===== src/sv/g2e_pkg.sv =====
// g2e_pkg: shared types, constants and table functions for the Gregorian
// date to elapsed time block. No dependencies.
package g2e_pkg;

    // Field widths of the stream payloads
    localparam int unsigned MONTH_W   = 4;
    localparam int unsigned DAY_W     = 5;
    localparam int unsigned HOUR_W    = 5;
    localparam int unsigned MINUTE_W  = 6;
    localparam int unsigned SEC_US_W  = 26;
    localparam int unsigned FIELD_YEAR_W = 12;
    localparam int unsigned ELAPSED_W = 57;
    localparam int unsigned DAYS_W    = 21;
    localparam int unsigned MINS_W    = 32;
    localparam int unsigned PROD_W    = MINS_W + SEC_US_W;
    localparam int unsigned DOY_W     = 9;
    localparam int unsigned LEAPS_W   = 11;

    // Year arithmetic runs on 13 bits: covers year + 399 for a 12-bit year
    localparam int unsigned YSUM_W    = 13;
    localparam int unsigned Q100_W    = 7;
    // floor(x / 100) == (x * RECIP_100) >> RECIP_SHIFT for x < 2**13
    localparam logic [12:0] RECIP_100   = 13'd5243;
    localparam int unsigned RECIP_SHIFT = 19;

    localparam logic [11:0] BASE_YEAR_RST = 12'd1970;
    localparam logic [10:0] MIN_PER_DAY   = 11'd1440;
    localparam logic [5:0]  MIN_PER_HOUR  = 6'd60;
    localparam logic [25:0] US_PER_MIN    = 26'd60000000;
    localparam logic [8:0]  DAYS_PER_YEAR = 9'd365;

    localparam logic [MONTH_W-1:0] MONTH_FIRST = 4'd1;
    localparam logic [MONTH_W-1:0] MONTH_LAST  = 4'd12;

    // Controller states
    typedef enum logic [2:0] {
        ST_IDLE,
        ST_LEAP,
        ST_DAYS,
        ST_MIN,
        ST_US,
        ST_DONE
    } state_t;

    // Commands from controller to datapath
    typedef struct packed {
        logic load_in;
        logic step_leap;
        logic step_days;
        logic step_min;
        logic step_us;
        logic load_out;
    } cmd_t;

    // floor(x / 100) by reciprocal multiply
    function automatic logic [Q100_W-1:0] div100(input logic [YSUM_W-1:0] x);
        logic [2*YSUM_W-1:0] prod;
        prod = x * RECIP_100;
        return Q100_W'(prod >> RECIP_SHIFT);
    endfunction

    // Days before the first of a month; idx is month - 1
    function automatic logic [DOY_W-1:0] days_before(input logic leap,
                                                     input logic [MONTH_W-1:0] idx);
        logic [DOY_W-1:0] d;
        case (idx)
            4'd0:    d = 9'd0;
            4'd1:    d = 9'd31;
            4'd2:    d = 9'd59;
            4'd3:    d = 9'd90;
            4'd4:    d = 9'd120;
            4'd5:    d = 9'd151;
            4'd6:    d = 9'd181;
            4'd7:    d = 9'd212;
            4'd8:    d = 9'd243;
            4'd9:    d = 9'd273;
            4'd10:   d = 9'd304;
            4'd11:   d = 9'd334;
            default: d = 9'd0;
        endcase
        // Leap years gain a day from March on
        if (leap && (idx >= 4'd2) && (idx <= 4'd11)) begin
            d = d + 9'd1;
        end
        return d;
    endfunction

endpackage


===== src/sv/g2e_ctrl.sv =====
// g2e_ctrl: sequencing state machine and output handshake for the
// date conversion. Depends on g2e_pkg.
module g2e_ctrl (
    input  logic            aclk,
    input  logic            aresetn,
    input  logic            s_tvalid,
    output logic            s_tready,
    output logic            m_tvalid,
    input  logic            m_tready,
    output g2e_pkg::cmd_t   cmd
);

    g2e_pkg::state_t state_reg, state_next;
    logic            out_valid_reg, out_valid_next;
    logic            out_free;

    // Output register can take a result this cycle
    assign out_free = !out_valid_reg || m_tready;

    // State register
    always_ff @(posedge aclk) begin
        if (!aresetn) begin
            state_reg     <= g2e_pkg::ST_IDLE;
            out_valid_reg <= 1'b0;
        end else begin
            state_reg     <= state_next;
            out_valid_reg <= out_valid_next;
        end
    end

    // Next state
    always_comb begin
        state_next = state_reg;
        case (state_reg)
            g2e_pkg::ST_IDLE: begin
                if (s_tvalid) state_next = g2e_pkg::ST_LEAP;
            end
            g2e_pkg::ST_LEAP: state_next = g2e_pkg::ST_DAYS;
            g2e_pkg::ST_DAYS: state_next = g2e_pkg::ST_MIN;
            g2e_pkg::ST_MIN:  state_next = g2e_pkg::ST_US;
            g2e_pkg::ST_US:   state_next = g2e_pkg::ST_DONE;
            g2e_pkg::ST_DONE: begin
                if (out_free) state_next = g2e_pkg::ST_IDLE;
            end
            default: state_next = g2e_pkg::ST_IDLE;
        endcase
    end

    // Outputs and datapath commands
    always_comb begin
        cmd            = '0;
        s_tready       = 1'b0;
        out_valid_next = out_valid_reg && !m_tready;
        case (state_reg)
            g2e_pkg::ST_IDLE: begin
                s_tready    = 1'b1;
                cmd.load_in = s_tvalid;
            end
            g2e_pkg::ST_LEAP: cmd.step_leap = 1'b1;
            g2e_pkg::ST_DAYS: cmd.step_days = 1'b1;
            g2e_pkg::ST_MIN:  cmd.step_min  = 1'b1;
            g2e_pkg::ST_US:   cmd.step_us   = 1'b1;
            g2e_pkg::ST_DONE: begin
                cmd.load_out = out_free;
                if (out_free) out_valid_next = 1'b1;
            end
            default: ;
        endcase
    end

    assign m_tvalid = out_valid_reg;

    // Accepted request starts the leap-count step
    a_accept_starts: assert property (@(posedge aclk) disable iff (!aresetn)
        (s_tvalid && s_tready) |=> (state_reg == g2e_pkg::ST_LEAP))
        else $error("accepted request did not start processing");

    // A loaded result is presented on the next cycle
    a_load_shows: assert property (@(posedge aclk) disable iff (!aresetn)
        cmd.load_out |=> m_tvalid)
        else $error("loaded result not presented");

    // Output never overwritten while a result is held back
    a_no_overwrite: assert property (@(posedge aclk) disable iff (!aresetn)
        (m_tvalid && !m_tready) |-> !cmd.load_out)
        else $error("pending result overwritten");

    // Result valid only rises after the final step
    a_rise_from_done: assert property (@(posedge aclk) disable iff (!aresetn)
        $rose(m_tvalid) |-> ($past(state_reg) == g2e_pkg::ST_DONE))
        else $error("result valid without finished computation");

endmodule


===== src/sv/g2e_dp.sv =====
// g2e_dp: datapath registers and arithmetic for the date conversion,
// stepped by g2e_ctrl commands. Depends on g2e_pkg.
module g2e_dp #(
    parameter int unsigned YEAR_WIDTH = 12
) (
    input  logic                                  aclk,
    input  logic                                  aresetn,
    input  g2e_pkg::cmd_t                         cmd,
    input  logic                                  cfg_we,
    input  logic [g2e_pkg::FIELD_YEAR_W-1:0]      cfg_wdata,
    input  logic [g2e_pkg::FIELD_YEAR_W-1:0]      in_year,
    input  logic [g2e_pkg::MONTH_W-1:0]           in_month,
    input  logic [g2e_pkg::DAY_W-1:0]             in_day,
    input  logic [g2e_pkg::HOUR_W-1:0]            in_hour,
    input  logic [g2e_pkg::MINUTE_W-1:0]          in_minute,
    input  logic [g2e_pkg::SEC_US_W-1:0]          in_second_us,
    output logic [g2e_pkg::ELAPSED_W-1:0]         out_elapsed_us,
    output logic [g2e_pkg::DAYS_W-1:0]            out_day_count,
    output logic                                  out_bad_input
);

    // Effective year width: the year field carries 12 bits at most
    localparam int unsigned YW = (YEAR_WIDTH < g2e_pkg::FIELD_YEAR_W) ?
                                 YEAR_WIDTH : g2e_pkg::FIELD_YEAR_W;
    localparam int unsigned SW = g2e_pkg::YSUM_W;

    logic [g2e_pkg::FIELD_YEAR_W-1:0] base_year_reg;
    logic [YW-1:0]                    year_reg;
    logic [g2e_pkg::MONTH_W-1:0]      month_reg;
    logic [g2e_pkg::DAY_W-1:0]        day_reg;
    logic [g2e_pkg::HOUR_W-1:0]       hour_reg;
    logic [g2e_pkg::MINUTE_W-1:0]     minute_reg;
    logic [g2e_pkg::SEC_US_W-1:0]     sec_us_reg;
    logic                             bad_reg;
    logic [g2e_pkg::LEAPS_W-1:0]      leaps_y_reg, leaps_b_reg;
    logic                             leap_reg;
    logic [g2e_pkg::DAYS_W-1:0]       days_reg;
    logic [g2e_pkg::MINS_W-1:0]       mins_reg;
    logic [g2e_pkg::ELAPSED_W-1:0]    prod_reg;
    logic [g2e_pkg::ELAPSED_W-1:0]    elapsed_reg;
    logic [g2e_pkg::DAYS_W-1:0]       day_cnt_reg;
    logic                             bad_out_reg;

    logic [YW-1:0]                    base_eff;
    logic [g2e_pkg::LEAPS_W-1:0]      leaps_y_next, leaps_b_next;
    logic                             leap_next;
    logic [g2e_pkg::Q100_W-1:0]       qy;
    logic [g2e_pkg::YSUM_W-1:0]       rem_y;
    logic [g2e_pkg::DAYS_W-1:0]       year_days;
    logic [g2e_pkg::DAYS_W-1:0]       days_next;
    logic [g2e_pkg::MINS_W-1:0]       mins_next;
    logic [g2e_pkg::MONTH_W-1:0]      month_idx;
    logic                             bad_next;

    // Leap years in [0, n - 1], year 0 counted as leap
    function automatic logic [g2e_pkg::LEAPS_W-1:0] leaps_below(input logic [YW-1:0] n);
        logic [SW-1:0] n3, n99, n399;
        logic [g2e_pkg::Q100_W-1:0] q99, q399;
        n3   = SW'(n) + SW'(3);
        n99  = SW'(n) + SW'(99);
        n399 = SW'(n) + SW'(399);
        q99  = g2e_pkg::div100(n99);
        q399 = g2e_pkg::div100(n399);
        return g2e_pkg::LEAPS_W'(n3 >> 2) - g2e_pkg::LEAPS_W'(q99)
             + g2e_pkg::LEAPS_W'(q399 >> 2);
    endfunction

    assign base_eff = base_year_reg[YW-1:0];

    // Configuration register
    always_ff @(posedge aclk) begin
        if (!aresetn) begin
            base_year_reg <= g2e_pkg::BASE_YEAR_RST;
        end else if (cfg_we) begin
            base_year_reg <= cfg_wdata;
        end
    end

    // Input capture and validity check
    assign bad_next = (in_month < g2e_pkg::MONTH_FIRST) ||
                      (in_month > g2e_pkg::MONTH_LAST) || (in_day == '0);

    always_ff @(posedge aclk) begin
        if (cmd.load_in) begin
            year_reg   <= in_year[YW-1:0];
            month_reg  <= in_month;
            day_reg    <= in_day;
            hour_reg   <= in_hour;
            minute_reg <= in_minute;
            sec_us_reg <= in_second_us;
            bad_reg    <= bad_next;
        end
    end

    // Leap counts for both years and leap flag of the given year
    always_comb begin
        leaps_y_next = leaps_below(year_reg);
        leaps_b_next = leaps_below(base_eff);
        qy           = g2e_pkg::div100(SW'(year_reg));
        rem_y        = SW'(year_reg) - SW'(qy) * SW'(100);
        leap_next    = (year_reg[1:0] == 2'b00) &&
                       ((rem_y != '0) || (qy[1:0] == 2'b00));
    end

    always_ff @(posedge aclk) begin
        if (cmd.step_leap) begin
            leaps_y_reg <= leaps_y_next;
            leaps_b_reg <= leaps_b_next;
            leap_reg    <= leap_next;
        end
    end

    // Day count: whole years, days before month, day of month
    always_comb begin
        month_idx = month_reg - g2e_pkg::MONTH_FIRST;
        if (year_reg > base_eff) begin
            year_days = g2e_pkg::DAYS_W'(year_reg - base_eff) *
                        g2e_pkg::DAYS_W'(g2e_pkg::DAYS_PER_YEAR)
                      + g2e_pkg::DAYS_W'(leaps_y_reg) - g2e_pkg::DAYS_W'(leaps_b_reg);
        end else begin
            year_days = '0;
        end
        days_next = year_days
                  + g2e_pkg::DAYS_W'(g2e_pkg::days_before(leap_reg, month_idx))
                  + g2e_pkg::DAYS_W'(day_reg) - g2e_pkg::DAYS_W'(1);
    end

    always_ff @(posedge aclk) begin
        if (cmd.step_days) begin
            days_reg <= days_next;
        end
    end

    // Minutes
    assign mins_next = g2e_pkg::MINS_W'(days_reg) * g2e_pkg::MINS_W'(g2e_pkg::MIN_PER_DAY)
                     + g2e_pkg::MINS_W'(hour_reg) * g2e_pkg::MINS_W'(g2e_pkg::MIN_PER_HOUR)
                     + g2e_pkg::MINS_W'(minute_reg);

    always_ff @(posedge aclk) begin
        if (cmd.step_min) begin
            mins_reg <= mins_next;
        end
    end

    // Minutes to microseconds, 32 x 26 product kept to the result width
    always_ff @(posedge aclk) begin
        if (cmd.step_us) begin
            prod_reg <= g2e_pkg::ELAPSED_W'(g2e_pkg::PROD_W'(mins_reg) *
                                            g2e_pkg::PROD_W'(g2e_pkg::US_PER_MIN));
        end
    end

    // Result register, zeroed for flagged requests
    always_ff @(posedge aclk) begin
        if (cmd.load_out) begin
            if (bad_reg) begin
                elapsed_reg <= '0;
                day_cnt_reg <= '0;
            end else begin
                elapsed_reg <= prod_reg + g2e_pkg::ELAPSED_W'(sec_us_reg);
                day_cnt_reg <= days_reg;
            end
            bad_out_reg <= bad_reg;
        end
    end

    assign out_elapsed_us = elapsed_reg;
    assign out_day_count  = day_cnt_reg;
    assign out_bad_input  = bad_out_reg;

endmodule


===== src/sv/gregorian_to_epoch_time_top.sv =====
// Gregorian date and time to elapsed microseconds and days since 1 January
// of a programmable base year. One request is taken while the block is idle
// and runs through five datapath steps (leap counts, day count, minutes,
// microsecond product, result load). m_tvalid rises as the result load moves
// the result into the output register, and the next request is accepted on
// the cycle after that; a new request is thus never taken before the last
// one has gone through all five steps. A result still held in the output
// register stalls the result load, and with it the next request, for as
// long as m_tready stays low. The sequence is set by the single shared
// datapath and its 32 x 26 bit product step. Month outside 1..12 or a zero
// day sets m_tuser and returns zero time and zero days. base_year resets
// to 1970. Depends on g2e_pkg, g2e_ctrl, g2e_dp.
module gregorian_to_epoch_time_top #(
    parameter int unsigned YEAR_WIDTH = 12
) (
    input  logic        aclk,
    input  logic        aresetn,
    // Configuration: base_year
    input  logic        cfg_we,
    input  logic [11:0] cfg_wdata,
    // Request stream
    input  logic        s_tvalid,
    output logic        s_tready,
    // year[11:0], month[15:12], day[20:16], hour[25:21], minute[31:26],
    // second_us[57:32], zero fill[63:58]
    input  logic [63:0] s_tdata,
    // Result stream
    output logic        m_tvalid,
    input  logic        m_tready,
    // elapsed_us[56:0], day_count[77:57], zero fill[79:78]
    output logic [79:0] m_tdata,
    // bad_input[0]
    output logic        m_tuser
);

    g2e_pkg::cmd_t                   cmd;
    logic [g2e_pkg::ELAPSED_W-1:0]   elapsed_us;
    logic [g2e_pkg::DAYS_W-1:0]      day_count;

    g2e_ctrl u_ctrl (
        .aclk     (aclk),
        .aresetn  (aresetn),
        .s_tvalid (s_tvalid),
        .s_tready (s_tready),
        .m_tvalid (m_tvalid),
        .m_tready (m_tready),
        .cmd      (cmd)
    );

    g2e_dp #(
        .YEAR_WIDTH (YEAR_WIDTH)
    ) u_dp (
        .aclk           (aclk),
        .aresetn        (aresetn),
        .cmd            (cmd),
        .cfg_we         (cfg_we),
        .cfg_wdata      (cfg_wdata),
        .in_year        (s_tdata[11:0]),
        .in_month       (s_tdata[15:12]),
        .in_day         (s_tdata[20:16]),
        .in_hour        (s_tdata[25:21]),
        .in_minute      (s_tdata[31:26]),
        .in_second_us   (s_tdata[57:32]),
        .out_elapsed_us (elapsed_us),
        .out_day_count  (day_count),
        .out_bad_input  (m_tuser)
    );

    assign m_tdata = {2'b00, day_count, elapsed_us};

endmodule

===== config.mk =====
export PLATFORM = sky130hd
export DESIGN_NAME = gregorian_to_epoch_time_top
export DESIGN_NICKNAME = d
export VERILOG_FILES = /design/src/sv/g2e_pkg.sv /design/src/sv/g2e_ctrl.sv /design/src/sv/g2e_dp.sv /design/src/sv/gregorian_to_epoch_time_top.sv
export SDC_FILE = /design/constraint.sdc
export NUM_CORES = 2
export LEC_CHECK = 0
export ABC_AREA = 1
export BUFFER_PORTS_ARGS = -buffer_cell sky130_fd_sc_hd__buf_2
export CORE_MARGIN = 2
export CORE_UTILIZATION = 40
export CTS_CLUSTER_DIAMETER = 100
export CTS_CLUSTER_SIZE = 40
export DETAILED_ROUTE_END_ITERATION = 16
export GPL_TIMING_DRIVEN = 0
export HOLD_SLACK_MARGIN = 0.1
export PLACE_DENSITY = 0.65
export SYNTH_ARGS = -nofsm -noshare
export SYNTH_HDL_FRONTEND = slang
export SYNTH_SLANG_ARGS = --single-unit

===== constraint.sdc =====
create_clock -name aclk -period 7.9 [get_ports aclk]
set_input_delay 1.975 -clock aclk [delete_from_list [all_inputs] [get_ports aclk]]
set_output_delay 1.975 -clock aclk [all_outputs]
set_load 0.05 [all_outputs]

# Yosys cells after proc, flatten, opt, wreduce, memory -nomap -nowiden
# Memory sizes are Yosys's and may differ from the RTL's.
# Index checks and enable logic that the tools add are counted.
# W data, S select, Z words.
[op_classes]
add_sub_neg = 22
multipliers = 10
n_div = 0
order_cmp = 5
eq_ne = 7
shift = 0
n_mux = 14
n_bitwise = 0
n_reduce_logical = 16
[ops]
columns = ["cell", "count"]
rows = [
  ["$mul A13 B13 Y26 const B", 4],
  ["$add A57 B26 Y57", 1],
  ["$mul A32 B18 Y49 const B", 1],
  ["$add A32 B11 Y32", 1],
  ["$add A32 B6 Y32", 1],
  ["$mul A21 B6 Y27 const B", 1],
  ["$add A12 B2 Y13 const B", 2],
  ["$add A12 B7 Y13 const B", 2],
  ["$add A12 B9 Y13 const B", 2],
  ["$mul A12 B13 Y25 const B", 1],
  ["$add A11 B5 Y11", 2],
  ["$sub A11 B7 Y11", 2],
  ["$add A21 B11 Y21", 1],
  ["$add A21 B5 Y21", 1],
  ["$add A21 B9 Y21", 1],
  ["$mul A21 B9 Y21 const B", 1],
  ["$mux W21", 1],
  ["$sub A21 B1 Y21 const B", 1],
  ["$sub A21 B11 Y21", 1],
  ["$pmux W3 S6", 1],
  ["$reduce_bool A13 Y1", 1],
  ["$sub A12 B12 Y13", 1],
  ["$sub A12 B13 Y13", 1],
  ["$gt A12 B12 Y1", 1],
  ["other kinds (23)", 42],
]
[word_totals]
register_bits = 279
latch_bits = 0
ram_bits = 0
romBits = 144
inputBits = 81
output_inout_bits = 83
elab_cells = 94
n_memories = 1
[mem_list]
columns = ["memory", "depth", "width", "rd", "rd_clocked_by_memory_dff", "write_ports", "line_no", "source"]
rows = [
  ["(name not given)", 16, 9, 1, 0, 0, "g2e_pkg.sv:66", "case (idx)"],
]

# Depth between registers and ports, before layout
[logic_depth]
word_depth = 8
mapped_depth = 43
ltp_nobuf = 43

# Hierarchy
# A second synthesis with hierarchy kept.
[unflattened]
hier_cells = 5749
area_unflattened_um2 = 50235.7
[by_module_without_submodules]
columns = ["mod", "n_inst", "cells_each", "area_per_inst_um2", "seq_area_each_um2"]
rows = [
  ["g2e_dp", 1, 5711, 50011.7, 8137.8],
  ["g2e_ctrl", 1, 35, 205.2, 80.1],
  ["gregorian_to_epoch_time_top", 1, 3, 18.8, 0.0],
]

# Worst setup path after synthesis
# OpenSTA, ideal clock, no wires.
[synth_timing]
path_kind = "input-to-reg"
start = "input port s_tvalid"
end = "register u_dp.bad_reg, enable pin"
setup_ps = 622
arrival_ps = 7585
required_ps = 7278
path_slack_ps = -306
path_stages = 2
path_buffers = 0
path_cell_list = "inv_1 -> nor4_1"
[synth_lines]
columns = ["item", "line_no", "source"]
rows = [
  ["from (decl)", "gregorian_to_epoch_time_top.sv:22", "input logic s_tvalid,"],
  ["to (signal assigned)", "g2e_dp.sv:91", "bad_reg <= bad_next;"],
  ["to (decl)", "g2e_dp.sv:34", "logic bad_reg;"],
]

# Final worst setup path
[layout_timing]
start = "register u_dp.year_reg[3]"
end = "register u_dp.leaps_y_reg[9] (netlist bit), data pin"
[layout_between]
elab_chain_cells = 4
word_cells_on_any_way = 7
cone_classes = "add/sub (5); mul (2)"
[layout_lines]
columns = ["item", "line_no", "source"]
rows = [
  ["from (decl)", "g2e_dp.sv:28", "logic [YW-1:0] year_reg;"],
  ["from (signal assigned)", "g2e_dp.sv:85", "year_reg <= in_year[YW-1:0];"],
  ["$add A12 B7 Y13", "g2e_dp.sv:60", "n99 = SW'(n) + SW'(99);"],
  ["$mul A13 B13 Y26", "g2e_pkg.sv:58", "prod = x * RECIP_100;"],
  ["$sub A11 B7 Y11", "g2e_dp.sv:64", "return g2e_pkg::LEAPS_W'(n3 >> 2) - g2e_pkg::LEAPS_W'(q99)"],
  ["$add A11 B5 Y11 (*)", "g2e_dp.sv:65", "+ g2e_pkg::LEAPS_W'(q399 >> 2);"],
  ["net u_dp.leaps_y_next (one bit)", "g2e_dp.sv:45", "logic [g2e_pkg::LEAPS_W-1:0] leaps_y_next, leaps_b_next;"],
  ["to (signal assigned)", "g2e_dp.sv:107", "leaps_y_reg <= leaps_y_next;"],
  ["to (decl)", "g2e_dp.sv:35", "logic [g2e_pkg::LEAPS_W-1:0] leaps_y_reg, leaps_b_reg;"],
]
# The timed path passes the listed nets; every way through them passes the cells marked *.
# A chain may end at the register's enable or synchronous reset.

==> results_dict.tcl <==
set metrics [dict create \
    period_needed_ns 7.79 \
    synthAdderAreaFrac_pct 48.5 \
    worstSetupStartpointType "register" \
    syn_inst 5593 \
    first_pass_iters 7 \
    grt_setup_unrepaired "yes" \
    die_x_um 356 \
    hold_viol_final 0 \
    synth.top_cells.by_area "ha_1 24%, fa_1 24%, edfxtp_1 16%" \
    post-route-util_pct 46.4 \
    drv_cap 0 \
    synth-async-reset-ratio_pct 0 \
    diodes 0 \
    vias_per_cell 5.01 \
    worst_slack_ns 0.115 \
    drc 0 \
    cts_hold_buffers 0 \
    antenna_left 0 \
    yosys_warnings 0 \
    detailroute.via_count 38000 \
    status "completed" \
    dr.first_iter.drc_count 1750 \
    initial_core_util_pct 40.2 \
    grt_remaining_overflow 0 \
    clock_latency_ns 0.62 \
    cp_slowest_cell "fa_1" \
    num_rows 129 \
    worst_hold_slack_ns 0.411 \
    max_stage_delay_ns 0.62 \
    path_max_fanout 5 \
    synth_flop_cell "edfxtp_1" \
    syn_area_per_cell_um2 8.88 \
    synth_edf_count 263 \
    grt_max_degree 33 \
    numCtsBuffers 22 \
    synth_most_common_cell "inv_1" \
    largest_register_ffs 57 \
    place.gp.congestion 0.940 \
    cts_sinks 279 \
    end_kind "register" \
    finalSetupViolations 0 \
    criticalPathCategory "reg2reg" \
    fin_crit_sh_pct 98.5 \
    synth.largest_area_cell "ha_1" \
    cts_root_buf "clkbuf_16" \
    htreeDepth 1 \
    die_area_mm2 0.127 \
    crit_arrival_ns 8.14 \
    synth_top_family_by_area "adder cells" \
    hpwl_um 107000 \
    clk_path_buf_depth 3 \
    fin_nets 7577 \
    tns_ns 0 \
    synth_xor_area_share_pct 4.11 \
    synth_mux_area_share_pct 0 \
    place_ws_ns -1.78 \
    wire_per_inst_um 16.8 \
    yosysTopAreaCellShare_pct 24.4 \
    grt_util_all_layers_pct 19.8 \
    skew_ns 0.0389 \
    core_area_mm2 0.123 \
    pin_count 164 \
    hp-class "reg2reg" \
    drive_above_1_share_pct 13.7 \
    area_growth_pct 15.2 \
    required_ns 8.25 \
    synth.distinct_cells 59 \
    register_area_mm2 0.00823 \
    cts_tree "built" \
    synth_commonest_cells "1299 x inv_1, 969 x ha_1, 743 x nand2_1" \
    port_buffers 155 \
    crit_path_frequent_cell "fa_1" \
    die_h_um 356 \
    multiInputGateArea_mm2 0.0388 \
    routed_wl_um 127000 \
    max_freq_mhz 128 \
    synth_compound_area_share_pct 7.52 \
    syn_area_mm2 0.0497 \
    grt_pass1_vias 39700 \
    clk_pin_slew_ns 0.11 \
    ys_seq_elements 279 \
    nFillCells 11700 \
    maxSlewHeadroom_pct 29.6 \
    grt_pass1_wl_um 202000 \
    synthSimpleGateAreaFrac_pct 13.2 \
    seq_area_frac_synth_pct 16.5 \
    drv_slew 0 \
    antenna_found_initial 5 \
    tightest_slew_ns 1.06 \
]
-- kinds of logic after synthesis --
kind of cell | Yosys count
adder cells (fa/ha/maj) | 1566
AND/OR/NAND/NOR | 1506
buffers and inverters | 1337
AO/OA/AOI/OAI | 671
flip-flops | 279
XOR/XNOR | 233
other | 1
-- layout make-up --
cell class | count | share of cell area [%]
buffer | 14 | 0.111
clock buffer | 24 | 1.01
timing repair buffer | 314 | 3.82
multi-input combinational | 3978 | 67.8
clock inverter | 16 | 0.505
sequential | 279 | 14.4
inverter | 1321 | 8.76
tap | 1637 | 3.58
-- cells in the final DEF (no fill, tap or decap), drive strengths merged, types with 30 or more instances in the layout --
master / count
a21oi: 340
o21ai: 181
xor2: 178
nor3: 60
nand4: 63
a31oi: 30
nor2: 380
inv: 1315
clkbuf: 34
edfxtp: 263
a21o: 37
fa: 597
ha: 969
nand2: 770
nand3: 174
buf: 318
xnor2: 55
-- what timing repair did --
item | 4_1_cts | 5_1_grt
endpoints found under the setup margin | 35 | 22
gates resized for setup | 174 | 299
pin swaps | 40 | 148
buffers inserted | 66 | 76
-- metal layers --
metal | wire [µm] | track usage, %
met1 | 54300 | 24.8
met2 | 63600 | 36.0
met3 | 4310 | 1.57
met4 | 4960 | 6.11
met5 | 0 | 0
-- path summary, 6_finish.rpt --
check                          start             endpoint  slack [ns]  cells past startpoint
setup / recovery    u_dp.year_reg[3]  u_dp.leaps_y_reg[9]        0.11                     39
hold / removal    u_dp.minute_reg[0]     u_dp.mins_reg[0]        0.41                      0
setup reg to reg    u_dp.year_reg[3]  u_dp.leaps_y_reg[9]        0.11                     39
hold reg to reg   u_dp.minute_reg[0]     u_dp.mins_reg[0]        0.41                      0
-- through the flow --
| step | instances | area [µm²] |
|---|---|---|
| 4_1_cts | 7507 | 55100 |
| 6_report | 7583 | 57200 |
| 3_3_place_gp | 7386 | 52500 |
| 2_1_floorplan | 5594 | 49700 |
| 5_1_grt | 7583 | 57200 |
| 3_5_place_dp | 7403 | 52800 |
-- worst max-delay path, delay by kind of cell, from the launching register on --
kind                     cells  cell delay (ns)
XOR/XNOR                     3             0.49
flip-flops                   1             0.45
AO/OA/AOI/OAI               10             1.38
buffers and inverters        9             0.98
AND/OR/NAND/NOR              8             0.72
adder cells (fa/ha/maj)      9             3.51
Power is left out: the tool's default activity adds up to more than one toggle a clock period on the data nets, which glitch-free logic cannot reach.
